===== src/sv/timing_sample_statistics_assert.svh =====
// Assertion macros for the timing sample statistics block.
// Included by timing_sample_statistics, which checks its own control logic.
`ifndef TIMING_SAMPLE_STATISTICS_ASSERT_SVH
`define TIMING_SAMPLE_STATISTICS_ASSERT_SVH
`ifndef NO_ASSERTIONS
`define TSS_ASSERT_IMP(label, clk, rst_n, a, c) \
	label: assert property (@(posedge clk) disable iff (!rst_n) (a) |-> (c)) \
		else $error("assertion failed");
`define TSS_ASSERT_NEXT(label, clk, rst_n, a, c) \
	label: assert property (@(posedge clk) disable iff (!rst_n) (a) |=> (c)) \
		else $error("assertion failed");
`else
`define TSS_ASSERT_IMP(label, clk, rst_n, a, c)
`define TSS_ASSERT_NEXT(label, clk, rst_n, a, c)
`endif
`endif


===== src/sv/tss_pkg.sv =====
// Package for the timing sample statistics block.
// Holds sizes, the sequencer state type and the divider control struct.
`default_nettype none
package tss_pkg;
	localparam int MAX_SAMPLES_DEF = 1024;
	localparam int TIME_BITS_DEF = 24;
	localparam int BYTES_BITS = 24;
	localparam int BW_BITS = 25;
	localparam int IDX_BITS = 10;
	localparam logic [BW_BITS-1:0] BW_SAT = 25'd33554430;

	typedef enum logic [3:0] {
		ST_LOAD,
		ST_MEAN,
		ST_VAR,
		ST_VDIV,
		ST_SQRT,
		ST_MED_RD,
		ST_MED_SCAN,
		ST_MED_NEXT,
		ST_BW,
		ST_OUT
	} state_t;

	typedef struct packed {
		logic start;
		logic busy;
		logic done;
	} div_ctl_t;
endpackage
`default_nettype wire


===== src/sv/tss_div.sv =====
// Restoring divider, one quotient bit per cycle, shared by all divisions.
// Depends on tss_pkg for the control struct.
`default_nettype none
module tss_div #(
	parameter int NUM_BITS = 64,
	parameter int DEN_BITS = 64
) (
	input wire logic clk,
	input wire logic arst_n,
	input wire logic start,
	input wire logic [NUM_BITS-1:0] num,
	input wire logic [DEN_BITS-1:0] den,
	output tss_pkg::div_ctl_t ctl,
	output logic [NUM_BITS-1:0] quo
);
	import tss_pkg::*;
	localparam int CW = $clog2(NUM_BITS + 1);
	logic [CW-1:0] cnt_q;
	logic busy_q, done_q;
	logic [NUM_BITS-1:0] n_q;
	logic [DEN_BITS:0] rem_q;
	logic [DEN_BITS:0] trial;
	logic [DEN_BITS:0] shifted;
	logic [DEN_BITS-1:0] den_q;

	assign shifted = {rem_q[DEN_BITS-1:0], n_q[NUM_BITS-1]};
	assign trial = shifted - {1'b0, den_q};

	always_ff @(posedge clk or negedge arst_n) begin
		if (!arst_n) begin
			busy_q <= 1'b0;
			done_q <= 1'b0;
			cnt_q <= '0;
		end else begin
			done_q <= 1'b0;
			if (start) begin
				busy_q <= 1'b1;
				cnt_q <= CW'(NUM_BITS);
			end else if (busy_q) begin
				cnt_q <= cnt_q - 1'b1;
				if (cnt_q == CW'(1)) begin
					busy_q <= 1'b0;
					done_q <= 1'b1;
				end
			end
		end
	end

	always_ff @(posedge clk) begin
		if (start) begin
			n_q <= num;
			den_q <= den;
			rem_q <= '0;
			quo <= '0;
		end else if (busy_q) begin
			n_q <= n_q << 1;
			if (!trial[DEN_BITS]) begin
				rem_q <= trial;
				quo <= {quo[NUM_BITS-2:0], 1'b1};
			end else begin
				rem_q <= shifted;
				quo <= {quo[NUM_BITS-2:0], 1'b0};
			end
		end
	end

	assign ctl = '{start: start, busy: busy_q, done: done_q};
endmodule
`default_nettype wire


===== config.mk =====
export PLATFORM = sky130hd
export DESIGN_NAME = tss_div
export DESIGN_NICKNAME = d
export VERILOG_FILES = /design/src/sv/timing_sample_statistics_assert.svh /design/src/sv/tss_pkg.sv /design/src/sv/tss_div.sv
export SDC_FILE = /design/constraint.sdc
export NUM_CORES = 1
export LEC_CHECK = 0
export BUFFER_PORTS_ARGS = -buffer_cell sky130_fd_sc_hd__buf_2
export CORE_MARGIN = 5
export CORE_UTILIZATION = 60
export CTS_CLUSTER_SIZE = 8
export DETAILED_ROUTE_END_ITERATION = 8
export PLACE_DENSITY = 0.94
export SLEW_MARGIN = 20
export SYNTH_ARGS = -nofsm -noshare
export SYNTH_HDL_FRONTEND = slang
export SYNTH_SLANG_ARGS = --single-unit

===== constraint.sdc =====
create_clock -name clk -period 8.5 [get_ports clk]
set_input_delay 1.275 -clock clk [delete_from_list [all_inputs] [get_ports clk]]
set_output_delay 1.275 -clock clk [all_outputs]
set_load 0.01 [all_outputs]

==> run metrics <==
post-DP HPWL=26.1 mm; Commonest cells post-synth=176 x nand2_1, 170 x nor2_1, 128 x dfxtp_1, 128 x edfxtp_1, 95 x a21oi_1; GRT Total Usage=27.4%; initial antenna violation count=4; CP Capture Type=flip-flop; # DRC=0; Largest delay share family, worst path=compound AO/OA/AOI/OAI gates; pwr/cell area=238 nW/µm²; Worst-path clk slew=60 ps; vias post-DR=12.0k; area taken by flip-flops and latches=6640 µm²; Power, Total=3.94 mW; Worst-Margin Slew=1120 ps; fraction of layout cells with a size suffix above 1=19.6%; outcome=finished clean; Synth Cell Area=14,300 µm²; Area Growth Syn to Fin=15.9%; Worst EP arrival=4680 ps; Setup TNS=0 ps; fmax=0.236 GHz; Worst Hold End=rem_q[61]; critical path startpoint category=flip-flop; core area=23,500 µm²; Peak VDD IR=206 µV; Root Driver=clkbuf_16; Synth Area per Inst=9.60 µm²; row count=56; grt ovf=0; Yosys top cell by area=edfxtp_1; first-pass GRT wire length=60.3 mm; part of the power in combinational logic=23.4%; Hold Startpoint=rem_q[61]; internal power=2.73 mW; Async SR Flop Fraction=3.40%; CTS Hold Buffers Added=0; clock power share=36.6%; warnings from Yosys=0; CP bufs+invs=2; input/output buffers=197; Placed Cells=1,929; Pleak=7.43 nW; crit-path max FO=32; clock skew=21.1 ps; ranking of synthesized cells by area=edfxtp_1 27%, dfxtp_1 18%, ha_1 5.8%; Bufs on Longest Clock Path=3; synth unique cells=71; largest net degree at the start of global routing=114; FF-to-FF Start=n_q[63]; reg2reg end=rem_q[63]; Setup WS pre-CTS=4290 ps; most numerous cell in the Yosys netlist=nand2_1; final std cells w/o fill=1,998; worst relative slew slack=25.3%; max incr delay on CP=670 ps; Sw Ratio=30.6%; Num CTS Buffers=39; Worst EP required=8940 ps; count of final hold-check violations=0; Worst Hold Class=reg2reg; EDFF count, synth=128; max_cap viols=0; part of the power in registers=40.0%; Util after Layout=70.6%; sequential area share after synthesis=46.4%; unrepaired setup endpoints after global routing=false; WHS=484 ps; final WL=38.0 mm; syn nets=1,688; I/O pin cnt=198; number of nets in the layout=1,849; initial drt markers=976; Die Span X=164 µm; postcts setup bufs=0; r2r setup slk=4260 ps; htree depth=2; DR WL/cell=19.0 µm; Initial Util=60.9%; reg2reg path depth=14; Resize count post-CTS=0; GP Congestion=1.01; Clk Latency, worst-skew pair=530 ps; Setup Viol. Count Final=0; crit-path cells=inv_1 > ha_1 > fa_1 > nand2b_1 > a21oi_1 > o21a_1 > a311oi_2 > o41ai_4 > a21o_2 > a21oi_4 > xnor2_4 > buf_4 > nand2_1 > o211ai_1; fin crit share=49.8%; post-route minimum period=4240 ps; Yosys reg bits=265; kind of critical path=reg2reg; Max Slew Vio Count=0; Die Area=27,000 µm²; CTS Sinks=265; post-route cell area=16,600 µm²; # fillers=1,686; antenna-violating nets left=0; Primary FF master, synth=edfxtp_1; vias per inst=6.02; P_sw=1.20 mW; Multi-input gate area=7020 µm²; Hold Path Stages=2; final setup margin=4260 ps; drt first pass iters=5; CTS tree=built; critical path's slowest cell=xnor2_4; vias in the first global route=11.9k; placed inst area=15,400 µm²; Yosys top cell area share=26.9%; post-synthesis cell count=1,490; height of the die=164 µm
==> layer usage <==
metal,global-route usage [%],share of wire (%)
met1,33.9,39
met2,46.5,48
met3,8.21,9.8
met4,8.24,2.5
met5,0,0.090
==> power groups by stage <==
| stage | clock (mW) | combinational [mW] | sequential, mW |
|---|---|---|---|
| after global routing | 1.52 | 1.01 | 1.58 |
| after floorplan | 0 | 0.703 | 1.56 |
| final | 1.44 | 0.922 | 1.57 |
| after global placement | 0 | 0.865 | 1.58 |
| after detailed placement | 0 | 0.897 | 1.59 |
| after CTS | 1.45 | 0.907 | 1.57 |
==> registers in the layout, indices dropped and copies added (netlist names) <==
signal,cells
cnt_q,7
quo,64
rem_q,64
den_q,64
busy_q,1
n_q,64
done_q,1
==> logic make-up (layout without fill, tap and decap cells) <==
kind of cell    count (synthesis)  count (layout)  synth area share [%]
simple gates                  489             489                  15.0
buf+inv                       171             357                  4.69
flops                         265             265                  46.4
compound gates                308             308                  14.6
xor+xnor                       60              60                  3.78
mux                           130             130                  9.65
fa+ha+maj                      67              67                  5.92
other cells                     0               3                     0
==> worst register-to-register path, cell delays in order, from the launching register on <==
cell and delay, ps:
edfxtp_1 360, inv_1 50, ha_1 210, fa_1 400, nand2b_1 200, a21oi_1 200
o21a_1 200, a311oi_2 180, o41ai_4 450, a21o_2 230, a21oi_4 100, xnor2_4 670
buf_4 480, nand2_1 190, o211ai_1 260
==> worst max-delay path by stage <==
stage / start / to / slack (ps) / cells after the start
after floorplan: n_q[63] / rem_q[57] / 5210 / 13
after global placement: n_q[63] / rem_q[63] / 4460 / 14
after detailed placement: n_q[63] / rem_q[63] / 4290 / 14
after CTS: n_q[63] / rem_q[63] / 4280 / 14
after global routing: n_q[63] / rem_q[45] / 3980 / 14
final: n_q[63] / rem_q[63] / 4260 / 14
==> layout make-up <==
cell class | count | area share (%)
timing repair buffer | 205 | 6.36
antenna | 3 | 0.0453
clock inverter | 2 | 0.196
tap | 319 | 2.41
inverter | 86 | 1.95
multi-input combinational | 1054 | 42.4
sequential | 265 | 40.0
clock buffer | 64 | 6.64
==> cells in the final DEF, fill, tap and decap left out, types with 12 or more instances in the layout <==
| master | n |
|---|---|
| nand3_1 | 24 |
| clkbuf_1 | 23 |
| nand2b_1 | 13 |
| buf_2 | 196 |
| a311oi_1 | 48 |
| mux2_2 | 63 |
| a21oi_1 | 95 |
| clkbuf_16 | 40 |
| o21ai_0 | 43 |
| dfxtp_1 | 128 |
| nor3_1 | 31 |
| nor2_1 | 169 |
| nand4_1 | 28 |
| xnor2_1 | 36 |
| ha_1 | 66 |
| edfxtp_1 | 128 |
| o21bai_1 | 12 |
| o21a_1 | 13 |
| mux2i_1 | 67 |
| xor2_1 | 22 |
| inv_1 | 85 |
| nand2_1 | 176 |
| a21o_1 | 14 |
Power figures use the tool's default switching activity.
